===== src/rtl/gtu_pkg.sv =====
// Shared types, constants and lookup functions for the GNSS time to UTC date unit.
// No dependencies; every other file of the unit imports this package.
`default_nettype none

package gtu_pkg;

  // Time constants: day and week lengths in milliseconds, four-year cycle length in days.
  localparam logic [26:0] MS_PER_DAY   = 27'd86400000;
  localparam logic [30:0] MS_PER_WEEK  = 31'd604800000;
  localparam int unsigned CYCLE_DAYS   = 1461;

  // Pipeline depth: front end stages and date/time split stages.
  localparam int unsigned FRONT_STAGES = 5;
  localparam int unsigned SPLIT_STAGES = 4;
  localparam int unsigned STAGES       = FRONT_STAGES + SPLIT_STAGES;

  // Configuration register indexes.
  localparam logic [2:0] REG_LEAP_ENABLE  = 3'd0;
  localparam logic [2:0] REG_PARAMS_VALID = 3'd1;
  localparam logic [2:0] REG_SECONDS_NOW  = 3'd2;
  localparam logic [2:0] REG_SECONDS_FUT  = 3'd3;
  localparam logic [2:0] REG_EVENT_WEEK   = 3'd4;
  localparam logic [2:0] REG_EVENT_DAY    = 3'd5;

  // Leap second configuration as seen by the front end.
  typedef struct packed {
    logic        enable;
    logic        params_valid;
    logic [7:0]  seconds_now;
    logic [7:0]  seconds_future;
    logic [12:0] event_week;
    logic [2:0]  event_day;
  } leap_cfg_t;

  // First day of each month within a non-leap year.
  function automatic logic [8:0] month_start(input logic [3:0] idx);
    logic [8:0] r;
    case (idx)
      4'd0:    r = 9'd0;
      4'd1:    r = 9'd31;
      4'd2:    r = 9'd59;
      4'd3:    r = 9'd90;
      4'd4:    r = 9'd120;
      4'd5:    r = 9'd151;
      4'd6:    r = 9'd181;
      4'd7:    r = 9'd212;
      4'd8:    r = 9'd243;
      4'd9:    r = 9'd273;
      4'd10:   r = 9'd304;
      4'd11:   r = 9'd334;
      default: r = 9'd0;
    endcase
    return r;
  endfunction

  // Millisecond of week, biased by one week as in the front end, at which the day after the event day begins.
  function automatic logic [30:0] leap_threshold(input logic [2:0] event_day);
    logic [3:0] k;
    k = {1'b0, event_day} + 4'd8;
    return 31'(k) * 31'(MS_PER_DAY);
  endfunction

endpackage

`default_nettype wire


===== src/rtl/gnss_time_to_utc_date_unit.sv =====
// GNSS timestamp to UTC calendar date: top level with configuration registers.
// Depends on gtu_pkg, gtu_front, gtu_date and gtu_time.
//
// Usage:
//  - Input channel (in_valid/in_ready) carries one timestamp per item: mode
//    selects GPS week time or GLONASS four-year time in Moscow time.
//  - Output channel (out_valid/out_ready) carries one UTC date and time of
//    day per item, in input order.
//  - The APB port holds the leap second settings; write them only while no
//    item is in flight. pready is always high.
//  - Items pass from the accepting edge to out_valid through nine
//    register stages: five front end stages (leap correction, day reduction)
//    and four split stages.
//  - Throughput is one item per cycle while out_ready is high; all stages load.
//  - Each stage holds its item until the next stage can take it, so when
//    the receiver stalls the pipeline fills its empty slots and keeps
//    accepting items until every stage is occupied.
//  - Reset empties the pipeline, holds in_ready low and loads the leap
//    registers with their defaults: correction enabled, parameters invalid
//    (18 seconds).
`default_nettype none

module gnss_time_to_utc_date_unit import gtu_pkg::*; (
  input  wire logic        clk,
  input  wire logic        rst,
  // Input channel.
  input  wire logic        in_valid,
  output logic             in_ready,
  input  wire logic        mode,
  input  wire logic [12:0] gps_week,
  input  wire logic [29:0] week_ms,
  input  wire logic [4:0]  glo_period,
  input  wire logic [10:0] glo_day,
  input  wire logic [26:0] glo_day_ms,
  // Output channel.
  output logic             out_valid,
  input  wire logic        out_ready,
  output logic [11:0]      year,
  output logic [3:0]       month,
  output logic [4:0]       day,
  output logic [4:0]       hour,
  output logic [5:0]       minute,
  output logic [5:0]       second,
  output logic [9:0]       millisecond,
  // Configuration port.
  input  wire logic        psel,
  input  wire logic        penable,
  input  wire logic        pwrite,
  input  wire logic [4:0]  paddr,
  input  wire logic [31:0] pwdata,
  output logic [31:0]      prdata,
  output logic             pready
);

  logic [STAGES-1:0] v;
  logic [STAGES-1:0] en;
  leap_cfg_t         cfg;
  logic              wr;
  logic [15:0]       days;
  logic [26:0]       day_ms;

  // Configuration registers.
  assign pready = 1'b1;
  assign wr     = psel & penable & pwrite;

  always_ff @(posedge clk) begin
    if (rst) begin
      cfg.enable         <= 1'b1;
      cfg.params_valid   <= 1'b0;
      cfg.seconds_now    <= 8'd18;
      cfg.seconds_future <= 8'd18;
      cfg.event_week     <= 13'd0;
      cfg.event_day      <= 3'd1;
    end else if (wr) begin
      case (paddr[4:2])
        REG_LEAP_ENABLE:  cfg.enable         <= pwdata[0];
        REG_PARAMS_VALID: cfg.params_valid   <= pwdata[0];
        REG_SECONDS_NOW:  cfg.seconds_now    <= pwdata[7:0];
        REG_SECONDS_FUT:  cfg.seconds_future <= pwdata[7:0];
        REG_EVENT_WEEK:   cfg.event_week     <= pwdata[12:0];
        REG_EVENT_DAY:    cfg.event_day      <= pwdata[2:0];
        default: ;
      endcase
    end
  end

  // Register read back.
  always_comb begin
    case (paddr[4:2])
      REG_LEAP_ENABLE:  prdata = {31'd0, cfg.enable};
      REG_PARAMS_VALID: prdata = {31'd0, cfg.params_valid};
      REG_SECONDS_NOW:  prdata = {24'd0, cfg.seconds_now};
      REG_SECONDS_FUT:  prdata = {24'd0, cfg.seconds_future};
      REG_EVENT_WEEK:   prdata = {19'd0, cfg.event_week};
      REG_EVENT_DAY:    prdata = {29'd0, cfg.event_day};
      default:          prdata = 32'd0;
    endcase
  end

  // Stage enables: a stage loads when it is empty or its successor loads.
  always_comb begin
    en[STAGES-1] = !v[STAGES-1] || out_ready;
    for (int k = STAGES - 2; k >= 0; k--) begin
      en[k] = !v[k] || en[k+1];
    end
  end

  assign in_ready  = en[0] && !rst;
  assign out_valid = v[STAGES-1];

  // Valid bits travel with the items.
  always_ff @(posedge clk) begin
    if (rst) begin
      v <= '0;
    end else begin
      if (en[0]) begin
        v[0] <= in_valid;
      end
      for (int k = 1; k < STAGES; k++) begin
        if (en[k]) begin
          v[k] <= v[k-1];
        end
      end
    end
  end

  // Datapath.
  gtu_front u_front (
    .clk        (clk),
    .en         (en[FRONT_STAGES-1:0]),
    .cfg        (cfg),
    .mode       (mode),
    .gps_week   (gps_week),
    .week_ms    (week_ms),
    .glo_period (glo_period),
    .glo_day    (glo_day),
    .glo_day_ms (glo_day_ms),
    .days       (days),
    .day_ms     (day_ms)
  );

  gtu_date u_date (
    .clk   (clk),
    .en    (en[STAGES-1:FRONT_STAGES]),
    .days  (days),
    .year  (year),
    .month (month),
    .day   (day)
  );

  gtu_time u_time (
    .clk         (clk),
    .en          (en[STAGES-1:FRONT_STAGES]),
    .day_ms      (day_ms),
    .hour        (hour),
    .minute      (minute),
    .second      (second),
    .millisecond (millisecond)
  );

  // A ready receiver never blocks the input.
  a_ready_passes: assert property (@(posedge clk) disable iff (rst)
    out_ready |-> in_ready)
    else $error("input stalled while receiver ready");

  // An accepted item occupies the first stage on the next cycle.
  a_item_enters: assert property (@(posedge clk) disable iff (rst)
    (in_valid && in_ready) |=> v[0])
    else $error("accepted item lost at first stage");

  // Delivered fields stay in their calendar ranges.
  a_fields_ok: assert property (@(posedge clk) disable iff (rst)
    out_valid |-> (month >= 4'd1 && month <= 4'd12 && day >= 5'd1 && day <= 5'd31 &&
                   hour <= 5'd23 && minute <= 6'd59 && second <= 6'd59 &&
                   millisecond <= 10'd999))
    else $error("output field out of range");

  // A write to the enable register takes effect on the next cycle.
  a_cfg_write: assert property (@(posedge clk) disable iff (rst)
    (wr && paddr[4:2] == REG_LEAP_ENABLE) |=> (cfg.enable == $past(pwdata[0])))
    else $error("leap enable write lost");

endmodule

`default_nettype wire


===== src/rtl/gtu_front.sv =====
// Front end: reduces a GPS or GLONASS timestamp to a biased day count and a ms of day.
// Depends on gtu_pkg. Five register stages, each loaded by its own enable.
`default_nettype none

module gtu_front import gtu_pkg::*; (
  input  wire logic                     clk,
  input  wire logic [FRONT_STAGES-1:0]  en,
  input  wire leap_cfg_t                cfg,
  input  wire logic                     mode,
  input  wire logic [12:0]              gps_week,
  input  wire logic [29:0]              week_ms,
  input  wire logic [4:0]               glo_period,
  input  wire logic [10:0]              glo_day,
  input  wire logic [26:0]              glo_day_ms,
  output logic      [15:0]              days,
  output logic      [26:0]              day_ms
);

  // Stage 1 registers.
  logic               mode1;
  logic [12:0]        week1;
  logic [30:0]        ms1;
  logic signed [18:0] diff1;
  logic               gt1;
  logic               eq1;
  logic [30:0]        thr1;
  logic [15:0]        ub1;
  logic signed [27:0] msg1;

  // Stage 2 registers.
  logic               mode2;
  logic [12:0]        week2;
  logic [30:0]        msw2;
  logic [15:0]        uw2;

  // Stage 3 registers.
  logic               mode3;
  logic [12:0]        week3;
  logic [30:0]        msw3;
  logic [15:0]        uw3;
  logic [4:0]         est3;

  // Stage 4 registers.
  logic [27:0]        ms4;
  logic [15:0]        u4;

  // Combinational values.
  logic signed [7:0]  now_s;
  logic signed [7:0]  fut_s;
  logic signed [17:0] leap_ms;
  logic signed [31:0] ms1_next;
  logic signed [18:0] diff_next;
  logic               use_fut;
  logic [15:0]        ub_next;
  logic signed [27:0] msg_next;
  logic               apply_fut;
  logic [30:0]        ms2_gps;
  logic [26:0]        gms;
  logic [15:0]        gu;
  logic [24:0]        est_prod;
  logic [27:0]        rem_gps;
  logic [15:0]        u_gps;

  // Stage 1: current leap offset, future offset and GLONASS day count.
  always_comb begin
    now_s = $signed(cfg.seconds_now);
    fut_s = $signed(cfg.seconds_future);
    if (!cfg.enable) begin
      leap_ms = 18'sd0;
    end else if (!cfg.params_valid) begin
      leap_ms = 18'sd18000;
    end else begin
      leap_ms = 18'(now_s * 18'sd1000);
    end
    ms1_next  = $signed({2'b00, week_ms}) + $signed({1'b0, MS_PER_WEEK}) - 32'(leap_ms);
    diff_next = (19'(fut_s) - 19'(now_s)) * 19'sd1000;
    use_fut   = cfg.enable & cfg.params_valid & (cfg.seconds_now != cfg.seconds_future);
    ub_next   = 16'(glo_period) * 16'd1461 + 16'(glo_day) + 16'd5843;
    msg_next  = $signed({1'b0, glo_day_ms}) - 28'sd10800000;
  end

  always_ff @(posedge clk) begin
    if (en[0]) begin
      mode1 <= mode;
      week1 <= gps_week;
      ms1   <= ms1_next[30:0];
      diff1 <= diff_next;
      gt1   <= use_fut & (gps_week > cfg.event_week);
      eq1   <= use_fut & (gps_week == cfg.event_week);
      thr1  <= leap_threshold(cfg.event_day);
      ub1   <= ub_next;
      msg1  <= msg_next;
    end
  end

  // Stage 2: future leap correction in GPS mode, Moscow day wrap in GLONASS mode.
  always_comb begin
    apply_fut = gt1 | (eq1 & (ms1 >= thr1));
    if (apply_fut) begin
      ms2_gps = 31'($signed({1'b0, ms1}) - 32'(diff1));
    end else begin
      ms2_gps = ms1;
    end
    if (msg1 < 28'sd0) begin
      gms = 27'(msg1 + $signed({1'b0, MS_PER_DAY}));
      gu  = ub1 - 16'd1;
    end else if (msg1 >= $signed({1'b0, MS_PER_DAY})) begin
      gms = 27'(msg1 - $signed({1'b0, MS_PER_DAY}));
      gu  = ub1 + 16'd1;
    end else begin
      gms = msg1[26:0];
      gu  = ub1;
    end
  end

  always_ff @(posedge clk) begin
    if (en[1]) begin
      mode2 <= mode1;
      week2 <= week1;
      msw2  <= mode1 ? {4'b0000, gms} : ms2_gps;
      uw2   <= gu;
    end
  end

  // Stage 3: day estimate from the top bits, never above the true quotient.
  assign est_prod = 25'(msw2[30:16]) * 25'd795;

  always_ff @(posedge clk) begin
    if (en[2]) begin
      mode3 <= mode2;
      week3 <= week2;
      msw3  <= msw2;
      uw3   <= uw2;
      est3  <= est_prod[24:20];
    end
  end

  // Stage 4: remainder of the estimate and the biased GPS day count.
  always_comb begin
    rem_gps = 28'(msw3 - 31'(est3) * 31'(MS_PER_DAY));
    u_gps   = 16'(week3) * 16'd7 + 16'd1459 + 16'(est3);
  end

  always_ff @(posedge clk) begin
    if (en[3]) begin
      ms4 <= mode3 ? msw3[27:0] : rem_gps;
      u4  <= mode3 ? uw3 : u_gps;
    end
  end

  // Stage 5: final correction when the estimate fell one day short.
  always_ff @(posedge clk) begin
    if (en[4]) begin
      if (ms4 >= {1'b0, MS_PER_DAY}) begin
        day_ms <= 27'(ms4 - {1'b0, MS_PER_DAY});
        days   <= u4 + 16'd1;
      end else begin
        day_ms <= ms4[26:0];
        days   <= u4;
      end
    end
  end

endmodule

`default_nettype wire


===== src/rtl/gtu_date.sv =====
// Date split: biased day count to year, month and day of month over four stages.
// Depends on gtu_pkg for the month table and cycle length.
`default_nettype none

module gtu_date import gtu_pkg::*; (
  input  wire logic                     clk,
  input  wire logic [SPLIT_STAGES-1:0]  en,
  input  wire logic [15:0]              days,
  output logic      [11:0]              year,
  output logic      [3:0]               month,
  output logic      [4:0]               day
);

  logic [5:0]  cyc1;
  logic [15:0] u1;
  logic [10:0] d2;
  logic [11:0] yr2;
  logic [8:0]  doy3;
  logic [11:0] yr3;
  logic        leap3;

  logic [31:0] cyc_prod;
  logic [8:0]  doy_next;
  logic [11:0] yr_next;
  logic        leap_next;
  logic [3:0]  month_next;
  logic [4:0]  mday_next;

  // Stage 1: four-year cycle by exact reciprocal multiplication.
  assign cyc_prod = 32'(days) * 32'd45934;

  always_ff @(posedge clk) begin
    if (en[0]) begin
      cyc1 <= cyc_prod[31:26];
      u1   <= days;
    end
  end

  // Stage 2: day within the cycle and base year of the cycle.
  always_ff @(posedge clk) begin
    if (en[1]) begin
      d2  <= 11'(u1 - 16'(cyc1) * 16'(CYCLE_DAYS));
      yr2 <= 12'd1976 + (12'(cyc1) << 2);
    end
  end

  // Stage 3: year within the cycle; the leap year comes first.
  always_comb begin
    doy_next  = 9'(d2);
    yr_next   = yr2;
    leap_next = 1'b0;
    if (d2 >= 11'd1096) begin
      doy_next = 9'(d2 - 11'd1096);
      yr_next  = yr2 + 12'd3;
    end else if (d2 >= 11'd731) begin
      doy_next = 9'(d2 - 11'd731);
      yr_next  = yr2 + 12'd2;
    end else if (d2 >= 11'd366) begin
      doy_next = 9'(d2 - 11'd366);
      yr_next  = yr2 + 12'd1;
    end else if (d2 >= 11'd60) begin
      doy_next = 9'(d2 - 11'd1);
    end else if (d2 == 11'd59) begin
      leap_next = 1'b1;
    end
  end

  always_ff @(posedge clk) begin
    if (en[2]) begin
      doy3  <= doy_next;
      yr3   <= yr_next;
      leap3 <= leap_next;
    end
  end

  // Stage 4: month by parallel compares against the month table.
  always_comb begin
    month_next = 4'd12;
    for (int i = 11; i >= 1; i--) begin
      if (doy3 < month_start(4'(i))) begin
        month_next = 4'(i);
      end
    end
    mday_next = 5'(doy3 - month_start(month_next - 4'd1) + 9'd1);
    if (leap3) begin
      month_next = 4'd2;
      mday_next  = 5'd29;
    end
  end

  always_ff @(posedge clk) begin
    if (en[3]) begin
      year  <= yr3;
      month <= month_next;
      day   <= mday_next;
    end
  end

endmodule

`default_nettype wire


===== src/rtl/gtu_time.sv =====
// Time split: millisecond of day to hour, minute, second and millisecond.
// Depends on gtu_pkg; four stages to line up with the date split.
`default_nettype none

module gtu_time import gtu_pkg::*; (
  input  wire logic                     clk,
  input  wire logic [SPLIT_STAGES-1:0]  en,
  input  wire logic [26:0]              day_ms,
  output logic      [4:0]               hour,
  output logic      [5:0]               minute,
  output logic      [5:0]               second,
  output logic      [9:0]               millisecond
);

  logic [16:0] sec1;
  logic [26:0] ms1;
  logic [4:0]  hour2;
  logic [10:0] mtot2;
  logic [16:0] sec2;
  logic [9:0]  msec2;
  logic [4:0]  hour3;
  logic [5:0]  minute3;
  logic [5:0]  second3;
  logic [9:0]  msec3;

  logic [54:0] sec_prod;
  logic [34:0] hour_prod;
  logic [34:0] min_prod;

  // Stage 1: second of day by exact reciprocal of 1000.
  assign sec_prod = 55'(day_ms) * 55'd137438954;

  always_ff @(posedge clk) begin
    if (en[0]) begin
      sec1 <= sec_prod[53:37];
      ms1  <= day_ms;
    end
  end

  // Stage 2: millisecond remainder, hour and minute of day.
  assign hour_prod = 35'(sec1) * 35'd149131;
  assign min_prod  = 35'(sec1) * 35'd139811;

  always_ff @(posedge clk) begin
    if (en[1]) begin
      msec2 <= 10'(ms1 - 27'(sec1) * 27'd1000);
      hour2 <= hour_prod[33:29];
      mtot2 <= min_prod[33:23];
      sec2  <= sec1;
    end
  end

  // Stage 3: minute of hour and second of minute.
  always_ff @(posedge clk) begin
    if (en[2]) begin
      hour3   <= hour2;
      minute3 <= 6'(mtot2 - 11'(hour2) * 11'd60);
      second3 <= 6'(sec2 - 17'(mtot2) * 17'd60);
      msec3   <= msec2;
    end
  end

  // Stage 4: output registers, level with the date split.
  always_ff @(posedge clk) begin
    if (en[3]) begin
      hour        <= hour3;
      minute      <= minute3;
      second      <= second3;
      millisecond <= msec3;
    end
  end

endmodule

`default_nettype wire

===== config.mk =====
export PLATFORM = sky130hd
export DESIGN_NAME = gnss_time_to_utc_date_unit
export DESIGN_NICKNAME = d
export VERILOG_FILES = /design/src/rtl/gtu_pkg.sv /design/src/rtl/gnss_time_to_utc_date_unit.sv /design/src/rtl/gtu_front.sv /design/src/rtl/gtu_date.sv /design/src/rtl/gtu_time.sv
export SDC_FILE = /design/constraint.sdc
export NUM_CORES = 2
export LEC_CHECK = 0
export ABC_AREA = 0
export BUFFER_PORTS_ARGS = -buffer_cell sky130_fd_sc_hd__buf_2
export CAP_MARGIN = 30
export CORE_ASPECT_RATIO = 1.75
export CORE_MARGIN = 4
export CORE_UTILIZATION = 24
export DETAILED_ROUTE_END_ITERATION = 8
export PLACE_DENSITY = 0.4
export SKIP_LAST_GASP = 1
export SYNTH_ARGS = -nofsm -noshare
export SYNTH_HDL_FRONTEND = slang
export SYNTH_HIERARCHICAL = 1
export SYNTH_SLANG_ARGS = --single-unit

===== constraint.sdc =====
create_clock -name clk -period 8.8 [get_ports clk]
set_clock_uncertainty 0.15 [all_clocks]
set_input_delay 2.2 -clock clk [delete_from_list [all_inputs] [get_ports clk]]
set_output_delay 2.2 -clock clk [all_outputs]
set_load 0.05 [all_outputs]

==> flow_summary.toml <==
[yosys]
ys_top_cells_by_area = "edfxtp_1, ha_1, fa_1"
ys_warn_count = 6
synth_most_common_cell = "inv_1"
seq_area_frac_synth_pct = 27.02
ys_seq_elements = 571
synth-async-reset-ratio_pct = 0
yosysTopAreaCell = "edfxtp_1"
synth_cell_types = 115
synth.top_cell.area_share_pct = 25.63
synth_cells = 5801
synth_common_cells = "inv_1, ha_1, fa_1, edfxtp_1, a21oi_1"
synth_flop_cell = "edfxtp_1"
synth_edf_count = 528
avgSynthCellArea_um2 = 10.66
syn-cell-area_um2 = 61850

[route]
routed_wirelength_um = 164500
drc = 0
ant_nets = 0
vias_per_cell = 4.285
vias = 40350
drt_iter0_markers = 1146
firstDrtPassIters = 6
routedWlPerCell_um = 17.47

[layout]
fin_area_um2 = 69100
syn2layout_area_growth_pct = 11.71
drive_gt1_share_pct = 6.941
final_nets = 7908
n_fill_cell = 27000

[worst_setup_path]
start_kind = "register"
path_class = "register to register"
timing.rr.end = "u_front/ms1[30]"
critical-path-slowest-cell = "nand3_1"
r2r_setup_slack_ns = 0.78
cp_max_fo = 9
cp.arrival_ns = 8.29
cp-end-kind = "register"
worst-r2r-cell-count = 25
cp_slowest_stage_delay_ns = 0.60
cp.required_ns = 9.06
reg2reg_from = "cfg[29]"

[sta]
timing.fmax_mhz = 124.7
hold_violations = 0
setup_ws_ns = 0.7775
drv_slew = 0
max_slew_margin_pct = 36.86
period_share_pct = 91.16
holdWs_ns = 0.2672
period_needed_ns = 8.022
finalSetupTns_ns = 0
tightestPinTransition_ns = 0.9403
setup_viol = 0
rsz0062_at_grt = "no"

[run]
drv_cap = 0

[grt]
gr-total-overflow = 0
grt_pass1_vias = 44750
grt_max_degree = 65
globalRouteTotalUtil_pct = 12.52
antenna_found_initial = 13
grt_pass1_wl_um = 255800

[cts]
cts.path.max_buffers = 3
htreeDepth = 3
ctsHoldBuffers = 0
clk_pin_slew_ns = 0.06
clock-root-buffer = "clkbuf_16"
cts.sink_count = 571
numCtsBuffers = 70
postCtsSetupBuffers = 0
cts_tree = "yes"
worstSkewPairLatency_ns = 0.66
ctsResizeCount = 0

[die]
core.rowCount = 246
die_h_um = 679.6
dieArea_um2 = 266200
pin_count = 214
start_util_pct = 24.12
die_x_um = 391.8
core-area_um2 = 256400

[placement]
gp_congestion = 0.8632
pre_cts_ws_ns = 0.7672
place_hpwl_um = 141700
placed_cell_area_um2 = 66790
port_buffers = 172

[min_path]
hold_end = "u_front/week3[12]"
hold_path_class = "register to register"
whs_path_depth = 0
worstHoldStart = "u_front/week2[12]"

[outcome]
status = "finished, final reports clean"
==> placed cells by master (no fill, tap or decap), types with 13 or more instances in the layout <==
cell type,synthesis,layout
inv_1,1309,1308
ha_1,1175,1175
fa_1,592,592
edfxtp_1,528,528
a21oi_1,237,237
nand2_1,213,212
xnor2_1,209,209
nor2_1,199,199
o21ai_0,174,174
buf_2,17,172
xor2_1,104,104
nand3_1,94,93
a21o_1,82,82
clkbuf_16,0,70
nor3_1,62,62
o21a_1,46,46
mux2i_1,43,43
dfxtp_1,43,43
nand2b_1,39,38
buf_4,24,37
nor2b_1,34,34
nand4_1,29,29
a211oi_1,28,28
o21bai_1,28,28
a31oi_1,25,25
and2_1,23,23
or3_1,23,23
and3_1,22,22
conb_1,2,20
or2_2,20,20
o211ai_1,19,19
o21ai_1,19,18
o31ai_1,15,15
mux2_2,15,15
nor4_1,13,13
==> metrics by stage <==
stage | utilization, % | std cells
after floorplan | - | 5819
final | 26.95 | 9416
after CTS | 26.95 | 9413
after detailed placement | 26.05 | 9286
after global routing | 26.95 | 9414
after global placement | 26.04 | 9284
==> registers in the layout (all words and copies together) (netlist names), 12 cells and up <==
register	flops
u_front/uw2	16
u_front/thr1	21
u_front/ms1	31
u_front/uw3	16
u_front/msw2	31
u_front/msg1	28
u_date/year	12
u_front/week2	13
u_front/ms4	28
u_time/sec1	17
u_front/day_ms	27
u_front/week1	13
u_front/msw3	28
u_front/diff1	16
u_front/week3	13
cfg	34
u_front/u4	16
u_date/yr3	12
u_front/days	16
u_front/ub1	16
==> critical path, delay by kind of cell, from the launching register on <==
kind	cells	cell delay (ns)
adders and majority gates	7	3.18
DFF	1	0.55
and+or+nand+nor	2	0.97
xor gates and xnor gates	1	0.07
AOI/OAI and AO/OA	11	2.45
buffers and inverters	4	0.37
==> how the worst max path moves through the flow <==
stage / from / end / slack, ns
2_1_floorplan: out_ready / in_ready / 1.27
3_3_place_gp: cfg[29] / u_front/ms1[24] / 0.76
3_5_place_dp: cfg[29] / u_front/ms1[24] / 0.77
4_1_cts: cfg[29] / u_front/ms1[24] / 0.73
5_1_grt: cfg[29] / u_front/ms1[24] / 0.40
6_report: cfg[29] / u_front/ms1[30] / 0.78
==> cell type report <==
cell class / count / area [um2] / share of cell area [%]
Clock buffer: 79 / 1785 / 2.584
Multi-Input combinational cell: 3846 / 39810 / 57.61
Clock inverter: 48 / 514.2 / 0.7442
Tap cell: 3348 / 4189 / 6.062
Inverter: 1311 / 4921 / 7.122
Timing Repair Buffer: 210 / 1159 / 1.677
Sequential cell: 571 / 16720 / 24.19
Antenna cell: 3 / 7.507 / 0.01086
==> kinds of logic after synthesis <==
| kind of cell | synth area share (%) |
|---|---|
| XOR/XNOR | 4.458 |
| buffers and inverters | 8.769 |
| AND/OR/NAND/NOR | 6.641 |
| AO/OA/AOI/OAI | 9.161 |
| flip-flops | 27.02 |
| adder cells (fa/ha/maj) | 42.93 |
| multiplexers | 1.005 |
| other | 0.01214 |
==> per-layer routing <==
metal	up-vias	track usage, %	routed length (um)
li1	19860	-	-
met1	19740	11.79	55800
met2	500	26.65	97820
met3	233	1.421	3996
met4	12	4.662	6825
met5	-	0	84
Power is left out: the tool's default activity adds up to more than one toggle a clock period on the data nets, which glitch-free logic cannot reach.
